## src/design/box_blur_3x3_stream_core_defines.svh

```systemverilog
// assertion macros for the 3x3 box blur stream core
// expects clk_i and rst_ni in the scope where a macro is used
`ifndef BOX_BLUR_3X3_STREAM_CORE_DEFINES_SVH
`define BOX_BLUR_3X3_STREAM_CORE_DEFINES_SVH

// clocked property, off while reset is asserted
`define BBLUR_ASSERT(lbl, prop, msg) \
  lbl: assert property (@(posedge clk_i) disable iff (!rst_ni) (prop)) else $error(msg);

// same-cycle implication
`define BBLUR_ASSERT_IMPLIES(lbl, ante, cons, msg) \
  `BBLUR_ASSERT(lbl, (ante) |-> (cons), msg)

`endif

```

## src/design/bblur_pkg.sv

```systemverilog
// shared types, constants and a helper function of the 3x3 box blur core
// no dependencies
`timescale 1ns / 1ps

package bblur_pkg;

  // field widths
  localparam int unsigned PIXEL_W    = 8;
  localparam int unsigned OUT_ROW_W  = 11;
  localparam int unsigned OUT_COL_W  = 11;
  localparam int unsigned OUT_CH_W   = 2;
  localparam int unsigned CFG_IDX_W  = 2;
  localparam int unsigned CFG_DATA_W = 12;
  localparam int unsigned CFG_CH_W   = 3;

  // filter geometry and arithmetic
  localparam int unsigned KERNEL_DIM  = 3;
  localparam int unsigned QUOT_W      = 5;   // floor(255/9) = 28
  localparam int unsigned SUM_W       = 8;   // nine taps of at most 28
  localparam int unsigned PROD_W      = 14;
  localparam int unsigned RECIP9_MUL  = 57;  // 57/512 slightly above 1/9
  localparam int unsigned RECIP9_SHIFT = 9;
  localparam logic [PIXEL_W-1:0] BORDER_VALUE = 8'd255;

  // register values after reset
  localparam int unsigned WIDTH_RESET    = 640;
  localparam int unsigned HEIGHT_RESET   = 480;
  localparam int unsigned CHANNELS_RESET = 3;

  // bit positions of the result kinds one sample can cause, in output order
  localparam int unsigned RES_INNER    = 0;  // (r-1, c-1)
  localparam int unsigned RES_EDGE     = 1;  // (r-1, c) at the last column
  localparam int unsigned RES_LAST_ROW = 2;  // (r, c) on the last row
  localparam int unsigned RES_KINDS    = 3;

  // configuration register indexes
  typedef enum logic [CFG_IDX_W-1:0] {
    CFG_IMAGE_WIDTH   = 2'd0,
    CFG_IMAGE_HEIGHT  = 2'd1,
    CFG_CHANNEL_COUNT = 2'd2
  } cfg_reg_e;

  // one result item
  typedef struct packed {
    logic [OUT_ROW_W-1:0] row;
    logic [OUT_COL_W-1:0] col;
    logic [OUT_CH_W-1:0]  channel;
    logic [PIXEL_W-1:0]   value;
    logic                 last_of_item;
    logic                 last_of_image;
  } res_t;

  // floor(p/9) for 8-bit p by reciprocal multiply
  function automatic logic [QUOT_W-1:0] div9(input logic [PIXEL_W-1:0] p);
    logic [PROD_W-1:0] prod;
    prod = PROD_W'(p) * PROD_W'(RECIP9_MUL);
    return prod[RECIP9_SHIFT +: QUOT_W];
  endfunction

endpackage

```

## src/design/bblur_win.sv

```systemverilog
// per-channel two-column window of tap quotients and the 3x3 tap sum
// depends on bblur_pkg
`timescale 1ns / 1ps

module bblur_win #(
  parameter int unsigned ChW = 2
) (
  input  logic                          clk_i,
  input  logic                          rst_ni,
  input  logic                          shift_i,
  input  logic [ChW-1:0]                ch_i,
  input  logic [bblur_pkg::PIXEL_W-1:0] older_i,
  input  logic [bblur_pkg::PIXEL_W-1:0] prev_i,
  input  logic [bblur_pkg::PIXEL_W-1:0] pixel_i,
  output logic [bblur_pkg::SUM_W-1:0]   sum_o
);

  import bblur_pkg::*;

  localparam int unsigned NumCh = 2 ** ChW;
  localparam int unsigned WinCols = KERNEL_DIM - 1;

  logic [QUOT_W-1:0] win_q [WinCols][KERNEL_DIM][NumCh];
  logic [QUOT_W-1:0] new_col [KERNEL_DIM];
  logic [SUM_W-1:0]  tap_sum;

  // quotients of the newest column, top row first
  always_comb begin
    new_col[0] = div9(older_i);
    new_col[1] = div9(prev_i);
    new_col[2] = div9(pixel_i);
  end

  // sum of the nine quotients of this channel
  always_comb begin
    tap_sum = '0;
    for (int i = 0; i < KERNEL_DIM; i++) begin
      tap_sum = tap_sum + SUM_W'(new_col[i]) + SUM_W'(win_q[0][i][ch_i])
              + SUM_W'(win_q[1][i][ch_i]);
    end
  end

  // window shift for the channel of the sample that leaves
  always_ff @(posedge clk_i or negedge rst_ni) begin
    if (!rst_ni) begin
      for (int j = 0; j < WinCols; j++) begin
        for (int i = 0; i < KERNEL_DIM; i++) begin
          for (int k = 0; k < NumCh; k++) begin
            win_q[j][i][k] <= '0;
          end
        end
      end
    end else if (shift_i) begin
      for (int i = 0; i < KERNEL_DIM; i++) begin
        win_q[0][i][ch_i] <= win_q[1][i][ch_i];
        win_q[1][i][ch_i] <= new_col[i];
      end
    end
  end

  assign sum_o = tap_sum;

endmodule

```

## config.mk

```make
export PLATFORM = sky130hd
export DESIGN_NAME = bblur_win
export DESIGN_NICKNAME = d
export VERILOG_FILES = /design/src/design/box_blur_3x3_stream_core_defines.svh /design/src/design/bblur_pkg.sv /design/src/design/bblur_win.sv
export SDC_FILE = /design/constraint.sdc
export NUM_CORES = 1
export LEC_CHECK = 0
export BUFFER_PORTS_ARGS = -buffer_cell sky130_fd_sc_hd__buf_2
export CORE_ASPECT_RATIO = 0.7
export CORE_MARGIN = 2
export CORE_UTILIZATION = 60
export DETAILED_ROUTE_END_ITERATION = 8
export PLACE_DENSITY = 0.86
export SYNTH_ARGS = -nofsm -noshare
export SYNTH_HDL_FRONTEND = slang
export SYNTH_SLANG_ARGS = --single-unit
```

## constraint.sdc

```tcl
create_clock -name clk_i -period 8 [get_ports clk_i]
set_clock_uncertainty 0.1 [all_clocks]
set_input_delay 0.4 -clock clk_i [delete_from_list [all_inputs] [get_ports clk_i]]
set_output_delay 0.4 -clock clk_i [all_outputs]
set_load 0.005 [all_outputs]
```

Word level (Yosys, flattened, before mapping)
Cells that the tools add are included.

Flip-flop bits (word level): 120. Bits in latches: 0. RAM bits: 0. Bits in read-only memories: 0. Input port bits: 29. Output and inout bits: 8. Word-level logic and storage cells: 65. Memories kept: 0.

Add/sub/neg operators: 8. Multiply operators: 3. Divide/modulo/power cells: 0. Order comparisons: 2. Eq/ne operators: 0. Shifts and indexed selects: 0. Muxes and demuxes: 26. Bitwise gates (word level): 1. Reductions and logical operators: 1.

Operators with widths (count): bitwise mux 20 bit (6); 2-to-1 mux 5 bit (13); binary-select mux 5 bit (select 2 bit) (6); multiplier 8 x 6 -> 14 bit, second input constant (3); adder 8 x 5 -> 8 bit (5); demux 5 bit (select 2 bit) (1); adder 7 x 5 -> 8 bit (1); adder 6 x 5 -> 7 bit (1); adder 5 x 5 -> 6 bit (1); >= comparator 3 bit, second input constant (1); less-than comparator 3 x 1 -> 1 bit, second input constant (1); NOT 2 -> 3 bit (1); logical AND 1 bit (1).

Longest topological paths before layout
Word-level depth: 12. Depth in mapped cells: 24. Depth with buffers taken out: 24.

Least setup slack after synthesis
OpenSTA, ideal clock, no wires.

Kind: input to output. Start point: input port older_i[2] (netlist bit). End point: output port sum_o[7] (netlist bit). Data arrival time: 6.229 ns. Data required time: 7.500 ns. Setup slack: 1.271 ns. Cell stages on the path: 23. Buffers on the path: 0. Cells stage by stage: inv_1 -> fa_1 -> inv_1 -> fa_1 -> ha_1 -> ha_1 -> a21oi_2 -> o22ai_1 -> a221oi_2 -> xor2_1 -> inv_1 -> fa_1 -> inv_1 -> fa_1 -> fa_1 -> fa_1 -> inv_1 -> ha_1 -> a21o_1 -> a21oi_1 -> o21bai_1 -> a21oi_1 -> xnor2_1.

RTL lines: start: declaration (RTL line bblur_win.sv:12) `input logic [bblur_pkg::PIXEL_W-1:0] older_i,`; end: declaration (RTL line bblur_win.sv:15) `output logic [bblur_pkg::SUM_W-1:0] sum_o`.

==> metrics.csv <==
stage,metric,value,unit
global_routing,grt_start_max_net_pins,82,
setup_path,crit_path_start,pixel_i[2],
setup_path,cp.depth,25,
clock_network,cts-resized-gates,0,
route,route.detailed.drc,0,
synthesis,synth_nets,904,
timing,rsz0062_at_grt,no,
timing,hold_viol,0,
route,vias,5602,
timing,worst_pin_slew,0.993,ns
flow_run,drv_cap,0,
timing,max_freq,135,MHz
setup_path,critPathMaxFanout,5,
route,drtAntennaViolNets,0,
setup_path,rr_endpoint,win_q[69]$_DFFE_PN0P_,
setup_path,crit_path_frequent_cell,fa_1,
clock_network,cts_max_level,4,
global_routing,antenna_found_initial,0,
route,wl_per_cell,18.3,microns
clock_network,cts_max_path_buffers,2,
global_routing,grt_pass1_wl,30.1,mm
clock_network,cts_buffers,17,
floorplan,rows,36,
global_routing,gr-total-overflow,0,
worst_hold_path,hold_class,flip-flop to flip-flop,
clock_network,clk_latency,0.41,ns
cells_and_area,seq_area,3000,sq um
synthesis,yosysSeqAreaShare,0.353,
setup_path,setup.worst_path.end,sum_o[7],
setup_path,worstReg2RegStart,win_q[19]$_DFFE_PN0P_,
floorplan,start_util,0.613,
worst_hold_path,hp-start,win_q[49]$_DFFE_PN0P_,
setup_path,worst_r2r_path_depth,2,
clock_network,ctsHoldBuffers,1,
place,place.gp.congestion,0.811,
setup_path,start_kind,input port,
status,status,"complete, no violations",
synthesis,yosysWarnings,0,
synthesis,synth_common_cells,"dfrtp_1 (120), inv_1 (115), ha_1 (79)",
route,avgViaCountPerCell,5.78,
setup_path,critPathBufInv,7,
synthesis,syn-cell-area,8500,sq um
cells_and_area,nets,938,
cells_and_area,area_delta_synth_final,10.3,%
synthesis,ys_ff_latch,120,
setup_path,critPathMaxStageDelay,0.63,ns
synthesis,synth_area_leaders,"dfrtp_1 (35%), fa_1 (15%), ha_1 (12%), mux4_2 (7.9%), inv_1 (5.1%)",
timing,min_period_over_period,0.924,
synthesis,async_flop_share,1.00,
floorplan,die_w,146,microns
timing,finalSetupViolCount,0,
timing,slew_violations,0,
timing,tns,0,ns
setup_path,worstSetupPathType,input port to primary output,
setup_path,cpLargestDelayFamily,adder cells,
cells_and_area,reg_top3,win_q x120,
place,numPortBuffers,36,
global_routing,track_usage,0.254,
synthesis,ys_types,50,
synthesis,synth_top_area_cell,dfrtp_1,
cells_and_area,nFillCells,970,
cells_and_area,top_register,win_q,
clock_network,root_buffer,clkbuf_16,
floorplan,core_area,13900,sq um
timing,finalCriticalPeriod,7.39,ns
floorplan,chipHeight,104,microns
clock_network,cts_setup_buffers,0,
setup_path,cp_slowest_cell,fa_1,
clock_network,clk_pin_slew_worst_paths,0.05,ns
synthesis,synth_top_area_frac,0.353,
route,wl,17.7,mm
place,dp_hpwl,12.4,mm
cells_and_area,largest_reg_flops,120,
setup_path,cp.arrival,6.89,ns
route,drt_first_pass_iters,5,
synthesis,synth_flop_cell,dfrtp_1,
cells_and_area,multi_input_area,4890,sq um
timing,slew_headroom,0.338,
global_routing,first_global_vias,6060,
cells_and_area,antenna_cells,0,
place,placed_cell_area,8800,sq um
synthesis,syn_area_per_cell,11.6,sq um
synthesis,yosysMostFrequentCell,dfrtp_1,
floorplan,ioPinCount,37,
clock_network,cts_tree,built,
synthesis,synth_edf_count,0,
synthesis,synth_cells,733,
setup_path,endpoint_kind,primary output,
setup_path,regToRegSetupSlack,6.52,ns
setup_path,cp.required,7.50,ns
timing,whs,0.380,ns
cells_and_area,fin_area,9370,sq um
cells_and_area,drive_gt1_frac,0.202,
route,drt_iter0_markers,360,
floorplan,die_area,15200,sq um
clock_network,clock-sinks,120,
-- worst min path at each step --
| stage | to | slack (ns) | cells past startpoint |
|---|---|---|---|
| after floorplan | win_q[0]$_DFFE_PN0P_ | 0.004 | 0 |
| after global placement | win_q[70]$_DFFE_PN0P_ | 0.30 | 1 |
| after detailed placement | win_q[75]$_DFFE_PN0P_ | 0.30 | 1 |
| after CTS | win_q[102]$_DFFE_PN0P_ | 0.38 | 2 |
| after global routing | win_q[49]$_DFFE_PN0P_ | 0.40 | 2 |
| final | win_q[49]$_DFFE_PN0P_ | 0.38 | 2 |
-- layout by cell type, fill, tap and decap left out, types with 3 or more instances in the layout --
cell type / netlist / layout
o21ai_1: 15 / 15
and3_1: 4 / 4
buf_4: 3 / 8
mux2_4: 8 / 8
clkbuf_16: 0 / 17
inv_1: 115 / 115
mux4_2: 30 / 30
nand3_1: 5 / 4
o21ai_0: 59 / 59
dfrtp_1: 120 / 120
mux2_2: 35 / 35
a21oi_1: 10 / 10
o22ai_1: 4 / 4
nor2_1: 6 / 6
clkbuf_1: 9 / 3
buf_2: 11 / 35
xnor2_1: 13 / 13
nand4_1: 4 / 4
a221oi_1: 4 / 4
ha_1: 79 / 79
fa_1: 63 / 63
a21o_1: 7 / 7
xor2_1: 7 / 7
nand2_1: 77 / 77
a22oi_1: 4 / 4
clkinv_2: 0 / 5
-- per-layer routing --
layer / part of all wire / routed length (microns) / GRT usage
met4: 0.021 / 367 / 0.102
met5: 0 / 0 / 0
met1: 0.45 / 7940 / 0.349
met2: 0.48 / 8450 / 0.406
met3: 0.053 / 944 / 0.0467
-- area by class of cell --
type                    instances  area share
well taps                     190      0.0254
multi-input cells             469       0.522
repair buffers                 44      0.0262
clock inverters                 9      0.0107
clock buffers                  22      0.0495
flip-flops and latches        120       0.320
inverters                     115      0.0460
-- tightest hold or removal path: stages (launching register included) --
cell     delay [ns]
dfrtp_1        0.34
nand2_1        0.05
o21ai_0        0.06
-- logic make-up after synthesis --
family                     after synthesis  share of synthesized area
buffers and inverters                  144                     0.0718
adders and majority gates              142                      0.265
AOI/OAI and AO/OA                      125                     0.0916
DFF                                    120                      0.353
and+or+nand+nor                        106                     0.0537
muxes                                   75                      0.142
xor gates and xnor gates                21                     0.0225
-- through the flow --
step / util / worst slack, ns / instances
finish: 0.676 / 0.607 / 969
global route: 0.676 / 0.229 / 969
CTS: 0.676 / 0.558 / 969
detailed placement: 0.634 / 0.574 / 937
global placement: 0.634 / 0.737 / 937
floorplan: - / 1.27 / 733
Power is left out: the tool's default activity adds up to more than one toggle a clock period on the data nets, which glitch-free logic cannot reach.
