<file path="config.mk">
export PLATFORM = sky130hd
export DESIGN_NAME = bblur_cfg
export DESIGN_NICKNAME = d
export VERILOG_FILES = /design/src/design/box_blur_3x3_stream_core_defines.svh /design/src/design/bblur_pkg.sv /design/src/design/bblur_cfg.sv
export SDC_FILE = /design/constraint.sdc
export NUM_CORES = 1
export LEC_CHECK = 0
export BUFFER_PORTS_ARGS = -buffer_cell sky130_fd_sc_hd__buf_2
export CORE_ASPECT_RATIO = 0.9
export CORE_MARGIN = 2
export CORE_UTILIZATION = 40
export CTS_BUF_LIST = sky130_fd_sc_hd__clkbuf_8
export CTS_CLUSTER_SIZE = 24
export DETAILED_ROUTE_END_ITERATION = 10
export PLACE_DENSITY = 0.68
export SLEW_MARGIN = 0
export SYNTH_ARGS = -nofsm -noshare
export SYNTH_HDL_FRONTEND = slang
export SYNTH_SLANG_ARGS = --single-unit
</file>
<file path="constraint.sdc">
create_clock -name clk_i -period 1.15 [get_ports clk_i]
set_clock_uncertainty 0.05 [all_clocks]
set_input_delay 0.0575 -clock clk_i [delete_from_list [all_inputs] [get_ports clk_i]]
set_output_delay 0.0575 -clock clk_i [all_outputs]
set_load 0.05 [all_outputs]
</file>
<file path="src/design/box_blur_3x3_stream_core_defines.svh">
// assertion macros for the 3x3 box blur stream core
// expects clk_i and rst_ni in the scope where a macro is used
`ifndef BOX_BLUR_3X3_STREAM_CORE_DEFINES_SVH
`define BOX_BLUR_3X3_STREAM_CORE_DEFINES_SVH

// clocked property, off while reset is asserted
`define BBLUR_ASSERT(lbl, prop, msg) \
  lbl: assert property (@(posedge clk_i) disable iff (!rst_ni) (prop)) else $error(msg);

// same-cycle implication
`define BBLUR_ASSERT_IMPLIES(lbl, ante, cons, msg) \
  `BBLUR_ASSERT(lbl, (ante) |-> (cons), msg)

`endif

</file>
<file path="src/design/bblur_pkg.sv">
// shared types, constants and a helper function of the 3x3 box blur core
// no dependencies
`timescale 1ns / 1ps

package bblur_pkg;

  // field widths
  localparam int unsigned PIXEL_W    = 8;
  localparam int unsigned OUT_ROW_W  = 11;
  localparam int unsigned OUT_COL_W  = 11;
  localparam int unsigned OUT_CH_W   = 2;
  localparam int unsigned CFG_IDX_W  = 2;
  localparam int unsigned CFG_DATA_W = 12;
  localparam int unsigned CFG_CH_W   = 3;

  // filter geometry and arithmetic
  localparam int unsigned KERNEL_DIM  = 3;
  localparam int unsigned QUOT_W      = 5;   // floor(255/9) = 28
  localparam int unsigned SUM_W       = 8;   // nine taps of at most 28
  localparam int unsigned PROD_W      = 14;
  localparam int unsigned RECIP9_MUL  = 57;  // 57/512 slightly above 1/9
  localparam int unsigned RECIP9_SHIFT = 9;
  localparam logic [PIXEL_W-1:0] BORDER_VALUE = 8'd255;

  // register values after reset
  localparam int unsigned WIDTH_RESET    = 640;
  localparam int unsigned HEIGHT_RESET   = 480;
  localparam int unsigned CHANNELS_RESET = 3;

  // bit positions of the result kinds one sample can cause, in output order
  localparam int unsigned RES_INNER    = 0;  // (r-1, c-1)
  localparam int unsigned RES_EDGE     = 1;  // (r-1, c) at the last column
  localparam int unsigned RES_LAST_ROW = 2;  // (r, c) on the last row
  localparam int unsigned RES_KINDS    = 3;

  // configuration register indexes
  typedef enum logic [CFG_IDX_W-1:0] {
    CFG_IMAGE_WIDTH   = 2'd0,
    CFG_IMAGE_HEIGHT  = 2'd1,
    CFG_CHANNEL_COUNT = 2'd2
  } cfg_reg_e;

  // one result item
  typedef struct packed {
    logic [OUT_ROW_W-1:0] row;
    logic [OUT_COL_W-1:0] col;
    logic [OUT_CH_W-1:0]  channel;
    logic [PIXEL_W-1:0]   value;
    logic                 last_of_item;
    logic                 last_of_image;
  } res_t;

  // floor(p/9) for 8-bit p by reciprocal multiply
  function automatic logic [QUOT_W-1:0] div9(input logic [PIXEL_W-1:0] p);
    logic [PROD_W-1:0] prod;
    prod = PROD_W'(p) * PROD_W'(RECIP9_MUL);
    return prod[RECIP9_SHIFT +: QUOT_W];
  endfunction

endpackage

</file>
<file path="src/design/bblur_cfg.sv">
// configuration registers with clamping to the supported image size
// depends on bblur_pkg
`timescale 1ns / 1ps

module bblur_cfg #(
  parameter int unsigned MAX_WIDTH    = 2048,
  parameter int unsigned MAX_HEIGHT   = 2048,
  parameter int unsigned MAX_CHANNELS = 4,
  parameter int unsigned DimWW        = $clog2(MAX_WIDTH + 1),
  parameter int unsigned DimHW        = $clog2(MAX_HEIGHT + 1)
) (
  input  logic                              clk_i,
  input  logic                              rst_ni,
  input  logic                              cfg_valid_i,
  output logic                              cfg_ready_o,
  input  logic [bblur_pkg::CFG_IDX_W-1:0]   cfg_index_i,
  input  logic [bblur_pkg::CFG_DATA_W-1:0]  cfg_data_i,
  output logic [DimWW-1:0]                  width_o,
  output logic [DimHW-1:0]                  height_o,
  output logic [bblur_pkg::CFG_CH_W-1:0]    chans_o,
  output logic                              restart_o
);

  import bblur_pkg::*;

  localparam int unsigned WidthRst  = (WIDTH_RESET > MAX_WIDTH) ? MAX_WIDTH : WIDTH_RESET;
  localparam int unsigned HeightRst = (HEIGHT_RESET > MAX_HEIGHT) ? MAX_HEIGHT : HEIGHT_RESET;
  localparam int unsigned ChansRst  =
    (CHANNELS_RESET > MAX_CHANNELS) ? MAX_CHANNELS : CHANNELS_RESET;

  logic [DimWW-1:0]    width_q, width_d;
  logic [DimHW-1:0]    height_q, height_d;
  logic [CFG_CH_W-1:0] chans_q, chans_d;
  logic                wr_xfer;

  // zero acts as one, anything above the limit acts as the limit
  function automatic int unsigned clamp_dim(input int unsigned v, input int unsigned hi);
    if (v == 0) return 1;
    if (v > hi) return hi;
    return v;
  endfunction

  assign cfg_ready_o = 1'b1;
  assign wr_xfer     = cfg_valid_i && cfg_ready_o;
  assign restart_o   = wr_xfer;

  // register decode
  always_comb begin
    width_d  = width_q;
    height_d = height_q;
    chans_d  = chans_q;
    if (wr_xfer) begin
      unique case (cfg_reg_e'(cfg_index_i))
        CFG_IMAGE_WIDTH: begin
          width_d = DimWW'(clamp_dim(32'(cfg_data_i), MAX_WIDTH));
        end
        CFG_IMAGE_HEIGHT: begin
          height_d = DimHW'(clamp_dim(32'(cfg_data_i), MAX_HEIGHT));
        end
        CFG_CHANNEL_COUNT: begin
          chans_d = CFG_CH_W'(clamp_dim(32'(cfg_data_i[CFG_CH_W-1:0]), MAX_CHANNELS));
        end
        default: begin
        end
      endcase
    end
  end

  always_ff @(posedge clk_i or negedge rst_ni) begin
    if (!rst_ni) begin
      width_q  <= DimWW'(WidthRst);
      height_q <= DimHW'(HeightRst);
      chans_q  <= CFG_CH_W'(ChansRst);
    end else begin
      width_q  <= width_d;
      height_q <= height_d;
      chans_q  <= chans_d;
    end
  end

  assign width_o  = width_q;
  assign height_o = height_q;
  assign chans_o  = chans_q;

endmodule

</file>
* Word level (Yosys, flattened, before mapping)
Cells that the tools add are included.
Word-level totals: word-level logic and storage cells 42, memory bits (writable) 0, memories kept 0, latch bits 0, output and inout port bits 29, bits of input ports 17, memory bits (read-only) 0, register bits after elaboration 27
Cells by class: multiplexer cells 29, reductions and logical operators 6, add/subtract/negate cells 0, order comparisons 2, bitwise gates (word level) 0, multiply operators 0, divide/modulo/power cells 0, equal/unequal tests 2, shift operators 0
Operators by type and width (count):
- $mux 12 | 5
- $mux 1 | 21
- $gt 12x12->1 const B | 1
- $logic_not 12->1 | 1
- $mux 3 | 3
- $reduce_and 2->1 | 3
- $gt 3x3->1 const B | 1
- $logic_not 3->1 | 1
- $eq 2x1->1 const B | 1
- $eq 2x2->1 const B | 1
- $logic_not 2->1 | 1

* Longest topological paths before layout
depth in word-level cells 9, mapped depth 5, mapped depth without buffers 3

* Least setup slack after synthesis
Ideal clock, no wire load.
path type register to register, start point register, netlist name chans_o[2], end point register chans_q[2], in the netlist chans_o[2], data required time 0.975 ns, path buffers 0, path slack 0.110 ns, period minus slack after synthesis 1.040 ns, arrival time 0.866 ns, setup time 0.125 ns, cell stages (with the launch flop) 2, path through dfrtp_1 > mux2_2
RTL lines:
- end signal, assigned | RTL line bblur_cfg.sv:73 | chans_q <= CFG_CH_W'(ChansRst);
- end signal, assigned | RTL line bblur_cfg.sv:77 | chans_q <= chans_d;
- end, declared | RTL line bblur_cfg.sv:33 | logic [CFG_CH_W-1:0] chans_q, chans_d;

* Worst setup path in the final report
start point register chans_q[0], in the netlist chans_o[0], end point output chans_o[0] in the netlist's numbering
RTL lines:
- end, declared | RTL line bblur_cfg.sv:20 | output logic [bblur_pkg::CFG_CH_W-1:0] chans_o,
No word-level cell between the ends.

==> results.tsv <==
stage	metric	value	unit
place	Cells after DPL	187	
critical_path	CP arrival	1.01	ns
outcome	status	completed	
power	PwrDens	1720	mW/mm²
routing	final wirelength	2.50	mm
yosys	Post-Syn Area	0.00116	mm²
hold_path	Hold Path Class	in2reg	
grt	met1 Track Usage GR	23.2	%
routing	Initial DRC Count	30	
cells_and_area	Final nets	173	
yosys	Primary FF master, synth	dfrtp_1	
yosys	Syn Nets	123	
yosys	count of cell types in the netlist	21	
critical_path	max incr delay on CP	0.55	ns
sta	Final period util	97.2	%
yosys	Yosys top cell area share	41.1	%
floorplan	Rows	18	
routing	iteration count of the initial detailed-routing pass	4	
critical_path	critical path endpoint category	primary output	
place	dpl ws	-0.00385	ns
critical_path	Setup CP Type	reg2out	
sta	fin. max-slew vios	0	
place	hpwl dp	1.85	mm
routing	antenna-violating nets left	0	
routing	DRC violations left	0	
cts	clock sinks	27	
grt	initial antenna violation count	0	
sta	Min Clock Period, post-route	1.12	ns
floorplan	Die H	55	µm
critical_path	maximum fanout along the worst path	2	
cts	Max clock buf depth	2	
yosys	Yosys reg bits	27	
yosys	EDFF count, synth	0	
grt	remaining global-route overflow	0	
routing	via count	895	
sta	Post-Route Setup TNS	0	ns
place	Placer Congestion	0.747	
critical_path	crit-path cells	buf_4	
cells_and_area	layout cell share with drive strength beyond 1	47.1	%
yosys	post-synthesis sequential area ratio	59.3	%
sta	Final WS setup	0.0317	ns
cells_and_area	post-route insts no fill	195	
floorplan	initial core utilization	42.1	%
cts	H-tree Lvls	1	
yosys	most numerous cell in the Yosys netlist	nand2_1	
sta	Hold Vio Cnt, Final	0	
cts	postcts setup bufs	0	
power	Worst IR Drop VDD	0.000768	V
grt	GRT met2 Usage	24.6	%
sta	Finish-stage setup viols	0	
grt	first-pass GRT wire length	3.89	mm
cts	clk slew on worst S/H paths	0.09	ns
floorplan	I/O pin total	46	
place	PortBufs	44	
routing	WL/cell	12.8	µm
yosys	Ys Warns	0	
floorplan	Die X-Extent	60.7	µm
critical_path	crit start category	register	
grt	gr usage total	16.5	%
cts	CTS tree	yes	
grt	largest net degree at the start of global routing	28	
routing	vias per cell	4.59	
yosys	Area contributors post-synth	dfrtp_1 (41%), dfstp_2 (18%), nand2_1 (7.8%)	
critical_path	WP data required	1.04	ns
cts	CTS Buf Count	3	
sta	Fmax	894	MHz
yosys	synthesized area per cell	10.9	µm²
yosys	ys async rst share	100	%
power	total power	2.60	mW
power	LEAKAGE	0.743	nW
critical_path	worst path buffer plus inverter count	1	
grt	grt peak-use layer	met2	
sta	worst rel slew slack	60.6	%
yosys	Post-synth top cells	nand2_1 (24), dfrtp_1 (19), o21ai_0 (12)	
yosys	Post-Syn Instances	106	
grt	vias in the first global route	815	
cells_and_area	n_diodes	0	
sta	RSZ-0062 raised after global routing	no	
floorplan	Core ar.	0.00275	mm²
cells_and_area	area added between synthesis and finish	31.3	%
critical_path	family with the most delay on the worst path	flip-flops	
cts	later-pin clock latency in the skew report	0.27	ns
floorplan	die area	0.00334	mm²
run	Max Cap Violations	0	
grt	met3 Track Usage GR	3.95	%
critical_path	slowest CP cell	dfstp_2	
sta	measured slew at the worst slew-check pin	0.591	ns
yosys	Synth area leader	dfrtp_1	
cts	root buffer cell	clkbuf_8	
-- worst paths after layout --
kind                               start     endpoint  slack (ns)  cells past startpoint
min                        cfg_data_i[6]  height_o[6]       0.008                      3
min reg2reg                   width_o[9]   width_o[9]        0.42                      2
max                           chans_o[0]   chans_o[0]        0.03                      1
max reg2reg                   chans_o[0]   chans_o[0]        0.33                      2
min in group asynchronous         rst_ni  height_o[4]        0.27                      2
max in group asynchronous         rst_ni   width_o[0]        0.39                      2
-- what timing repair did --
action	in CTS	in global routing
gates resized for setup	8	1
hold buffers	4	0
endpoints found under the setup margin	8	1
endpoints found under the hold margin	22	0
-- logic make-up after synthesis --
logic type	synth area share, %
AO/OA/AOI/OAI	14.5
other	0.324
buffers and inverters	4.87
multiplexers	3.25
flip-flops	59.3
AND/OR/NAND/NOR	17.7
-- tightest hold or removal path: stages --
cell and delay [ns]:
buf_2 0.11, nand2b_1 0.08, o21ai_0 0.08
-- sequential cells by signal, indices dropped and copies added, names as in the netlist --
register,cells
width_o,12
chans_o,3
height_o,12
-- metal layers --
layer	vias up	part of all wire [%]
met5	-	0
met4	0	1.3
met3	4	8.4
met2	42	39
met1	394	51
li1	455	-
-- area by class of cell --
class | instances | area [µm²]
fill | 274 | 1230
sequential | 27 | 686
multi-input combinational | 71 | 414
timing repair buffer | 53 | 322
tap | 40 | 50.0
clock buffer | 3 | 41.3
clock inverter | 1 | 5.00
-- cells in the final DEF (no fill, tap or decap) --
cell	Yosys	routed
mux2_2	2	2
nor2_1	1	1
nand2b_1	11	11
clkinv_2	0	1
a31oi_1	1	1
o31ai_1	3	3
buf_6	1	1
nand3b_1	2	2
dfrtp_1	19	19
o21ai_2	9	9
clkbuf_8	1	3
buf_4	2	12
conb_1	1	1
mux2_4	1	1
buf_2	1	36
nand2_1	24	24
dfstp_2	8	8
nor2b_1	1	1
dlygate4sd3_1	0	4
o21ai_0	12	12
or3b_1	1	1
nor4_1	2	2
-- power by group --
part           internal, mW  switching, mW  leakage (nW)  total, mW
logic                 0.235          0.666         0.389      0.901
clock network         0.243          0.289        0.0255      0.532
registers              1.10         0.0680         0.329       1.17
-- metrics by stage --
step | hold slack [ns] | instance area [µm²] | util, %
2_1_floorplan | -0.288 | 1160 | -
3_3_place_gp | 0.0417 | 1410 | 51.2
3_5_place_dp | 0.0494 | 1410 | 51.2
4_1_cts | 0.00884 | 1510 | 55.1
5_1_grt | 0.0231 | 1520 | 55.2
6_report | 0.00780 | 1520 | 55.2
(Power assumes the default switching activity.)
