===== config.mk =====
export PLATFORM = sky130hd
export DESIGN_NAME = bblur_emit
export DESIGN_NICKNAME = d
export VERILOG_FILES = /design/src/design/box_blur_3x3_stream_core_defines.svh /design/src/design/bblur_pkg.sv /design/src/design/bblur_emit.sv
export SDC_FILE = /design/constraint.sdc
export NUM_CORES = 1
export LEC_CHECK = 0
export ABC_AREA = 0
export ABC_CLOCK_PERIOD_IN_PS = 8700
export BUFFER_PORTS_ARGS = -buffer_cell sky130_fd_sc_hd__buf_2
export CORE_MARGIN = 2
export CORE_UTILIZATION = 45
export DETAILED_ROUTE_END_ITERATION = 10
export PLACE_DENSITY = 0.72
export SLEW_MARGIN = 20
export SYNTH_ARGS = -nofsm -noshare
export SYNTH_HDL_FRONTEND = slang
export SYNTH_SLANG_ARGS = --single-unit
export TNS_END_PERCENT = 50

===== constraint.sdc =====
create_clock -name clk_i -period 8.7 [get_ports clk_i]
set_clock_uncertainty 0.1 [all_clocks]
set_input_delay 1.74 -clock clk_i [delete_from_list [all_inputs] [get_ports clk_i]]
set_output_delay 1.74 -clock clk_i [all_outputs]
set_load 0.005 [all_outputs]

===== src/design/box_blur_3x3_stream_core_defines.svh =====
// assertion macros for the 3x3 box blur stream core
// expects clk_i and rst_ni in the scope where a macro is used
`ifndef BOX_BLUR_3X3_STREAM_CORE_DEFINES_SVH
`define BOX_BLUR_3X3_STREAM_CORE_DEFINES_SVH

// clocked property, off while reset is asserted
`define BBLUR_ASSERT(lbl, prop, msg) \
  lbl: assert property (@(posedge clk_i) disable iff (!rst_ni) (prop)) else $error(msg);

// same-cycle implication
`define BBLUR_ASSERT_IMPLIES(lbl, ante, cons, msg) \
  `BBLUR_ASSERT(lbl, (ante) |-> (cons), msg)

`endif


===== src/design/bblur_pkg.sv =====
// shared types, constants and a helper function of the 3x3 box blur core
// no dependencies
`timescale 1ns / 1ps

package bblur_pkg;

  // field widths
  localparam int unsigned PIXEL_W    = 8;
  localparam int unsigned OUT_ROW_W  = 11;
  localparam int unsigned OUT_COL_W  = 11;
  localparam int unsigned OUT_CH_W   = 2;
  localparam int unsigned CFG_IDX_W  = 2;
  localparam int unsigned CFG_DATA_W = 12;
  localparam int unsigned CFG_CH_W   = 3;

  // filter geometry and arithmetic
  localparam int unsigned KERNEL_DIM  = 3;
  localparam int unsigned QUOT_W      = 5;   // floor(255/9) = 28
  localparam int unsigned SUM_W       = 8;   // nine taps of at most 28
  localparam int unsigned PROD_W      = 14;
  localparam int unsigned RECIP9_MUL  = 57;  // 57/512 slightly above 1/9
  localparam int unsigned RECIP9_SHIFT = 9;
  localparam logic [PIXEL_W-1:0] BORDER_VALUE = 8'd255;

  // register values after reset
  localparam int unsigned WIDTH_RESET    = 640;
  localparam int unsigned HEIGHT_RESET   = 480;
  localparam int unsigned CHANNELS_RESET = 3;

  // bit positions of the result kinds one sample can cause, in output order
  localparam int unsigned RES_INNER    = 0;  // (r-1, c-1)
  localparam int unsigned RES_EDGE     = 1;  // (r-1, c) at the last column
  localparam int unsigned RES_LAST_ROW = 2;  // (r, c) on the last row
  localparam int unsigned RES_KINDS    = 3;

  // configuration register indexes
  typedef enum logic [CFG_IDX_W-1:0] {
    CFG_IMAGE_WIDTH   = 2'd0,
    CFG_IMAGE_HEIGHT  = 2'd1,
    CFG_CHANNEL_COUNT = 2'd2
  } cfg_reg_e;

  // one result item
  typedef struct packed {
    logic [OUT_ROW_W-1:0] row;
    logic [OUT_COL_W-1:0] col;
    logic [OUT_CH_W-1:0]  channel;
    logic [PIXEL_W-1:0]   value;
    logic                 last_of_item;
    logic                 last_of_image;
  } res_t;

  // floor(p/9) for 8-bit p by reciprocal multiply
  function automatic logic [QUOT_W-1:0] div9(input logic [PIXEL_W-1:0] p);
    logic [PROD_W-1:0] prod;
    prod = PROD_W'(p) * PROD_W'(RECIP9_MUL);
    return prod[RECIP9_SHIFT +: QUOT_W];
  endfunction

endpackage


===== src/design/bblur_emit.sv =====
// result sequencer: up to three results per sample into one output register
// depends on bblur_pkg
`timescale 1ns / 1ps

module bblur_emit #(
  parameter int unsigned RowW  = 11,
  parameter int unsigned ColW  = 11,
  parameter int unsigned ChW   = 2,
  parameter int unsigned DimWW = 12,
  parameter int unsigned DimHW = 12
) (
  input  logic                           clk_i,
  input  logic                           rst_ni,
  input  logic                           busy_i,
  input  logic [RowW-1:0]                row_i,
  input  logic [ColW-1:0]                col_i,
  input  logic [ChW-1:0]                 ch_i,
  input  logic [DimWW-1:0]               width_i,
  input  logic [DimHW-1:0]               height_i,
  input  logic [bblur_pkg::CFG_CH_W-1:0] chans_i,
  input  logic [bblur_pkg::SUM_W-1:0]    sum_i,
  input  logic                           out_stall_i,
  output logic                           out_valid_o,
  output bblur_pkg::res_t                res_o,
  output logic                           leave_o
);

  import bblur_pkg::*;

  logic [RES_KINDS-1:0] done_q, done_d;
  logic [RES_KINDS-1:0] kinds, pend, pick;
  logic                 out_valid_q, out_valid_d;
  res_t                 res_q, res_d;
  logic                 out_ready, load, last_item;
  logic                 row_last, col_last, ch_last, inner;
  logic [RowW-1:0]      sel_row;
  logic [ColW-1:0]      sel_col;

  assign row_last = row_i == RowW'(height_i - 1'b1);
  assign col_last = col_i == ColW'(width_i - 1'b1);
  assign ch_last  = CFG_CH_W'(ch_i) == chans_i - 1'b1;
  assign inner    = (row_i >= RowW'(2)) && (col_i >= ColW'(2));

  // which results this sample causes
  always_comb begin
    kinds               = '0;
    kinds[RES_INNER]    = (row_i != '0) && (col_i != '0);
    kinds[RES_EDGE]     = (row_i != '0) && col_last;
    kinds[RES_LAST_ROW] = row_last;
  end

  // oldest result still owed goes first
  assign pend      = busy_i ? (kinds & ~done_q) : '0;
  assign pick      = pend & (~pend + 1'b1);
  assign last_item = (pend & ~pick) == '0;
  assign out_ready = !out_valid_q || !out_stall_i;
  assign load      = (pend != '0) && out_ready;
  assign leave_o   = busy_i && ((pend == '0) || (load && last_item));

  // fields of the picked result
  always_comb begin
    sel_row = row_i;
    sel_col = col_i;
    res_d.value = BORDER_VALUE;
    if (pick[RES_INNER]) begin
      sel_row = row_i - 1'b1;
      sel_col = col_i - 1'b1;
      res_d.value = inner ? sum_i : BORDER_VALUE;
    end else if (pick[RES_EDGE]) begin
      sel_row = row_i - 1'b1;
    end
    res_d.row           = OUT_ROW_W'(sel_row);
    res_d.col           = OUT_COL_W'(sel_col);
    res_d.channel       = OUT_CH_W'(ch_i);
    res_d.last_of_item  = last_item;
    res_d.last_of_image = (sel_row == RowW'(height_i - 1'b1))
                       && (sel_col == ColW'(width_i - 1'b1)) && ch_last;
  end

  // progress through the results of the held sample
  always_comb begin
    done_d = done_q;
    if (leave_o) begin
      done_d = '0;
    end else if (load) begin
      done_d = done_q | pick;
    end
  end

  // output register valid
  always_comb begin
    out_valid_d = out_valid_q && out_stall_i;
    if (load) begin
      out_valid_d = 1'b1;
    end
  end

  always_ff @(posedge clk_i or negedge rst_ni) begin
    if (!rst_ni) begin
      done_q      <= '0;
      out_valid_q <= 1'b0;
    end else begin
      done_q      <= done_d;
      out_valid_q <= out_valid_d;
    end
  end

  // output register payload
  always_ff @(posedge clk_i) begin
    if (load) begin
      res_q <= res_d;
    end
  end

  assign out_valid_o = out_valid_q;
  assign res_o       = res_q;

endmodule


Word-level counts from Yosys, hierarchy flattened. Index checks and enable logic that the tools add are counted.

Register bits after elaboration: 38. Input port bits: 63. Output and inout port bits: 36. Logic and storage cells: 55.

Add/subtract/negate cells: 6. Magnitude comparators: 2. Equal/unequal tests: 5. Multiplexer cells: 7. Bitwise logic cells: 7. Reductions and logical operators: 20.

Operator list (number): $eq A11 B11 Y1 (4); $sub A11 B1 Y11 const B (4); $mux W11 (3); $ge A11 B2 Y1 const B (2); $reduce_bool A11 Y1 (2); $and A3 B3 Y3 (3); $logic_and A1 B1 Y1 (9); $mux W3 (3); $not A3 Y3 (3); $logic_not A3 Y1 (2); $add A3 B1 Y3 const B (1); $eq A2 B3 Y1 (1); $or A3 B3 Y3 (1); $reduce_bool A3 Y1 (1); $sub A3 B1 Y3 const B (1); $logic_not A1 Y1 (2); $logic_or A1 B1 Y1 (2); $reduce_and A2 Y1 (1); $reduce_bool A2 Y1 (1); $mux W1 (1).

Depth between registers and ports, before layout.
Depth after elaboration: 15. Mapped depth: 12. Depth with buffers taken out: 10.

Worst setup path after synthesis. Ideal clock, no wire load.

Kind: input -> output. Start point: input width_i[0]. End point: output leave_o. Arrival: 4.177 ns. Required time: 6.860 ns. Path slack: 2.683 ns. Stages on the path: 9. Path buffers: 2. Path through: or3_4 -> o31a_1 -> or4_1 -> a211o_1 -> or4_4 -> buf_6 -> buf_6 -> o2111ai_1 -> nand2_1.

Word-level cells in the longest chain between the ends: 14. Elaborated cells between the ends (all ways): 17. Classes of those cells: 2 x add/sub; 1 x eq/ne; 1 x mux; 5 x bitwise; 8 x reduce/logical.

Ends and longest elaborated chain: start, declared (line bblur_emit.sv:18) `input logic [DimWW-1:0] width_i,`; $sub A11 B1 Y11 * (line bblur_emit.sv:40) `assign col_last = col_i == ColW'(width_i - 1'b1);`; $eq A11 B11 Y1 * (line bblur_emit.sv:40); $logic_and A1 B1 Y1 * (line bblur_emit.sv:48) `kinds[RES_EDGE] = (row_i != '0) && col_last;`; $and A3 B3 Y3 * (line bblur_emit.sv:53) `assign pend = busy_i ? (kinds & ~done_q) : '0;`; $mux W3 * (line bblur_emit.sv:53); $not A3 Y3 (line bblur_emit.sv:54) `assign pick = pend & (~pend + 1'b1);`; $add A3 B1 Y3 (line bblur_emit.sv:54); $and A3 B3 Y3 (line bblur_emit.sv:54); $not A3 Y3 (line bblur_emit.sv:55) `assign last_item = (pend & ~pick) == '0;`; $and A3 B3 Y3 (line bblur_emit.sv:55); $logic_not A3 Y1 (line bblur_emit.sv:55); $logic_and A1 B1 Y1 (line bblur_emit.sv:58) `assign leave_o = busy_i && ((pend == '0) || (load && last_item));`; $logic_or A1 B1 Y1 * (line bblur_emit.sv:58); $logic_and A1 B1 Y1 * (line bblur_emit.sv:58); end, declared (line bblur_emit.sv:25) `output logic leave_o`.

Every way passes the cells marked *; elsewhere a longest branch is shown, timed or not.

Worst setup path after layout. Same ends and word-level chain as after synthesis.

==> flow_summary.ini <==
[run_status]
status = finished clean

[synthesis]
synth_top_area_share_pct = 32.4
yosys.area.top_type = edfxtp_1
syn_area_per_cell_um2 = 9.26
synth-xor-area-share_pct = 18.6
netlist_instances = 340
synth-edff-count = 34
ys_warn_count = 0
synth_compound_area_share_pct = 10.2
muxShareOfSynthArea_pct = 1.95
syn-cell-area_um2 = 3150
synthAdderAreaFrac_pct = 2.78
ys_seq_area_share_pct = 35.6
ys_async_sr_fraction_pct = 10.5
synth_top_family_by_area = simple AND/OR/NAND/NOR gates
yosys-top-cells-area = edfxtp_1 (32%), xnor2_1 (13%), xor2_1 (6.1%), nor2_1 (3.5%), nand2_1 (3.3%)
syn_nets = 410
ys.flop_type = edfxtp_1
synthSimpleGateAreaFrac_pct = 26.7
synth_cell_types = 57
synth-seq-cells = 38

[timing]
timing.final.ws_setup_ns = 2.39
rsz0062_at_grt = false
hold_viol_final = 0
min_period_ns = 6.31
final_max_slew_viol_count = 0
worst_slew_pin_slew_ns = 0.926
maxSlewHeadroom_pct = 37.9
finalSetupTns_ns = 0
timing.final.crit_share_pct = 72.5
max_freq_mhz = 159
holdWs_ns = 0.417
setup_viol = 0

[setup_path]
crit_required_ns = 6.86
arrival_ns = 4.47
end_kind = output port
crit_path_max_fanout = 15
reg2reg_from = done_q[0]
crit_chain = buf_2 -> or3_4 -> o31a_1 -> or4_1 -> a211o_1 -> or4_4 -> o2111ai_1 -> nand2_1 -> buf_2
cp-startpoint = width_i[0]
crit_path_start_kind = input port
cp_common_cell = buf_2
slowest_stage = or4_4
slowest_delay_ns = 0.66
critPathKind = in2out

[detailed_routing]
drtPass1Iterations = 5
detail-route-antenna-nets = 0
dr_wl_met2_mm = 3.67
drt-total-wl_mm = 7.76
m1WireLength_mm = 3.49
top_layer_used = met4
via_per_inst = 5.43
drc = 0
dr_total_vias = 2870
first_iter_violations = 199
post_drt_wl_per_cell_um = 14.7
met3WireLength_um = 529

[power_and_ir_drop]
power_leakage_nw = 1.48
ir_drop_mv = 0.0590
power_mw = 0.537
cellPowerDensity_nw_per_um2 = 140

[clock_network]
htree_levels = 2
clockRootBuffer = clkbuf_8
post-cts-setup-buffers = 0
clk_pin_slew_ns = 0.08
clock_sinks = 38
tritoncts = built
clock_latency_ns = 0.30
clockBufferDepth = 2
cts_buffers = 5
cts_resized = 0
ctsHoldBuffers = 0

[floorplanning]
io_pins = 99
die_area_um2 = 7680
start_util_pct = 46.3
die_width_um = 87.6
die_y_um = 87.6
coreArea_um2 = 6790
row_count = 30

[grt]
grt_use_total_pct = 20.2
grt_max_degree = 35
grt_overflow = 0
grt_antenna_before_repair = 0
first_global_vias = 2585
grt_pass1_wl_mm = 12.1

[final_layout]
final_cell_area_um2 = 3840
diodes = 0
final_layout_size_suffix_gt1_share_pct = 27.5
finalNetCount = 502
area_growth_pct = 22.0

[hold_path]
min_path_type = reg2reg
min_from = done_q[1]

[placement]
pre_cts_slack_ns = 2.37
place_congestion = 0.911
hpwl_mm = 6.15
dpl_cell_area_um2 = 3690
numPortBuffers = 96

[flow_run]
cap_violations = 0
==> area by class of cell <==
cell class / count / area (um2)
clock buffer: 5 / 68.8
sequential: 38 / 1120
fill: 622 / 2950
inverter: 16 / 60.1
timing repair buffer: 98 / 495
multi-input combinational: 273 / 1910
tap: 96 / 120
clock inverter: 3 / 68.8
==> placed cells by master, fill, tap and decap left out, types with 5 or more instances in the layout <==
cell / instances
xor2_1: 22
nand3_1: 7
o21ai_0: 7
inv_1: 16
clkbuf_8: 5
a21oi_1: 11
nor4_1: 9
buf_2: 96
nand2b_1: 10
mux2i_1: 5
ha_1: 7
nor3_1: 17
nand4b_1: 6
edfxtp_1: 34
or4_1: 8
nor2_1: 29
xnor2_1: 45
nand2_1: 28
==> worst max-delay path: cells and delay by family <==
family                 cells  cell delay, ns
and+or+nand+nor            4            1.67
buffers and inverters      2            0.28
AOI/OAI and AO/OA          3            0.76
==> report_power, final <==
part	total, mW	switching (mW)	internal, mW
Combinational	0.136	0.0786	0.0573
Clock	0.183	0.0684	0.115
Sequential	0.218	0.00287	0.215
==> layer usage <==
layer | vias up | global-route usage [%]
met5 | - | 0
met4 | 0 | 4.90
met3 | 6 | 3.96
met2 | 103 | 33.3
met1 | 1340 | 27.3
li1 | 1421 | -
==> cell families after synthesis <==
family                   count (synthesis)
XOR/XNOR                                67
AND/OR/NAND/NOR                        149
buffers and inverters                   29
adder cells (fa/ha/maj)                  7
AO/OA/AOI/OAI                           44
flip-flops                              38
multiplexers                             6
==> metrics by stage <==
stage | util (%) | cells
after floorplan | - | 340
after global placement | 54.4 | 521
after detailed placement | 54.4 | 521
after CTS | 56.4 | 529
after global routing | 56.5 | 529
final | 56.5 | 529
==> synthesized netlist by cell type, types with 4 or more instances <==
master,count
mux2i_1,5
nor2b_1,4
nand4b_1,6
xnor2_1,45
inv_1,16
nor4b_1,4
nor3_1,17
clkbuf_1,8
nand4_1,4
edfxtp_1,34
nand3_1,7
nor4_1,10
or4_1,8
dfrtp_1,4
nand2_1,28
a21oi_1,11
nand2b_1,10
xor2_1,22
nor2_1,29
ha_1,7
o21ai_0,7
or3_1,4
==> final timing paths <==
check / to / slack, ns / cells past startpoint
setup / recovery: leave_o / 2.39 / 9
hold / removal: done_q[1] / 0.42 / 2
setup reg to reg: res_o[0] / 5.48 / 7
hold reg to reg: done_q[1] / 0.42 / 2
max in group asynchronous: done_q[2] / 7.26 / 1
min in group asynchronous: done_q[1] / 1.13 / 1
==> sequential cells by signal, indices dropped and copies added (netlist names) <==
signal	flops
res_o	34
done_q	3
out_valid_o	1
Note: power is estimated with default switching activity, not from simulation.
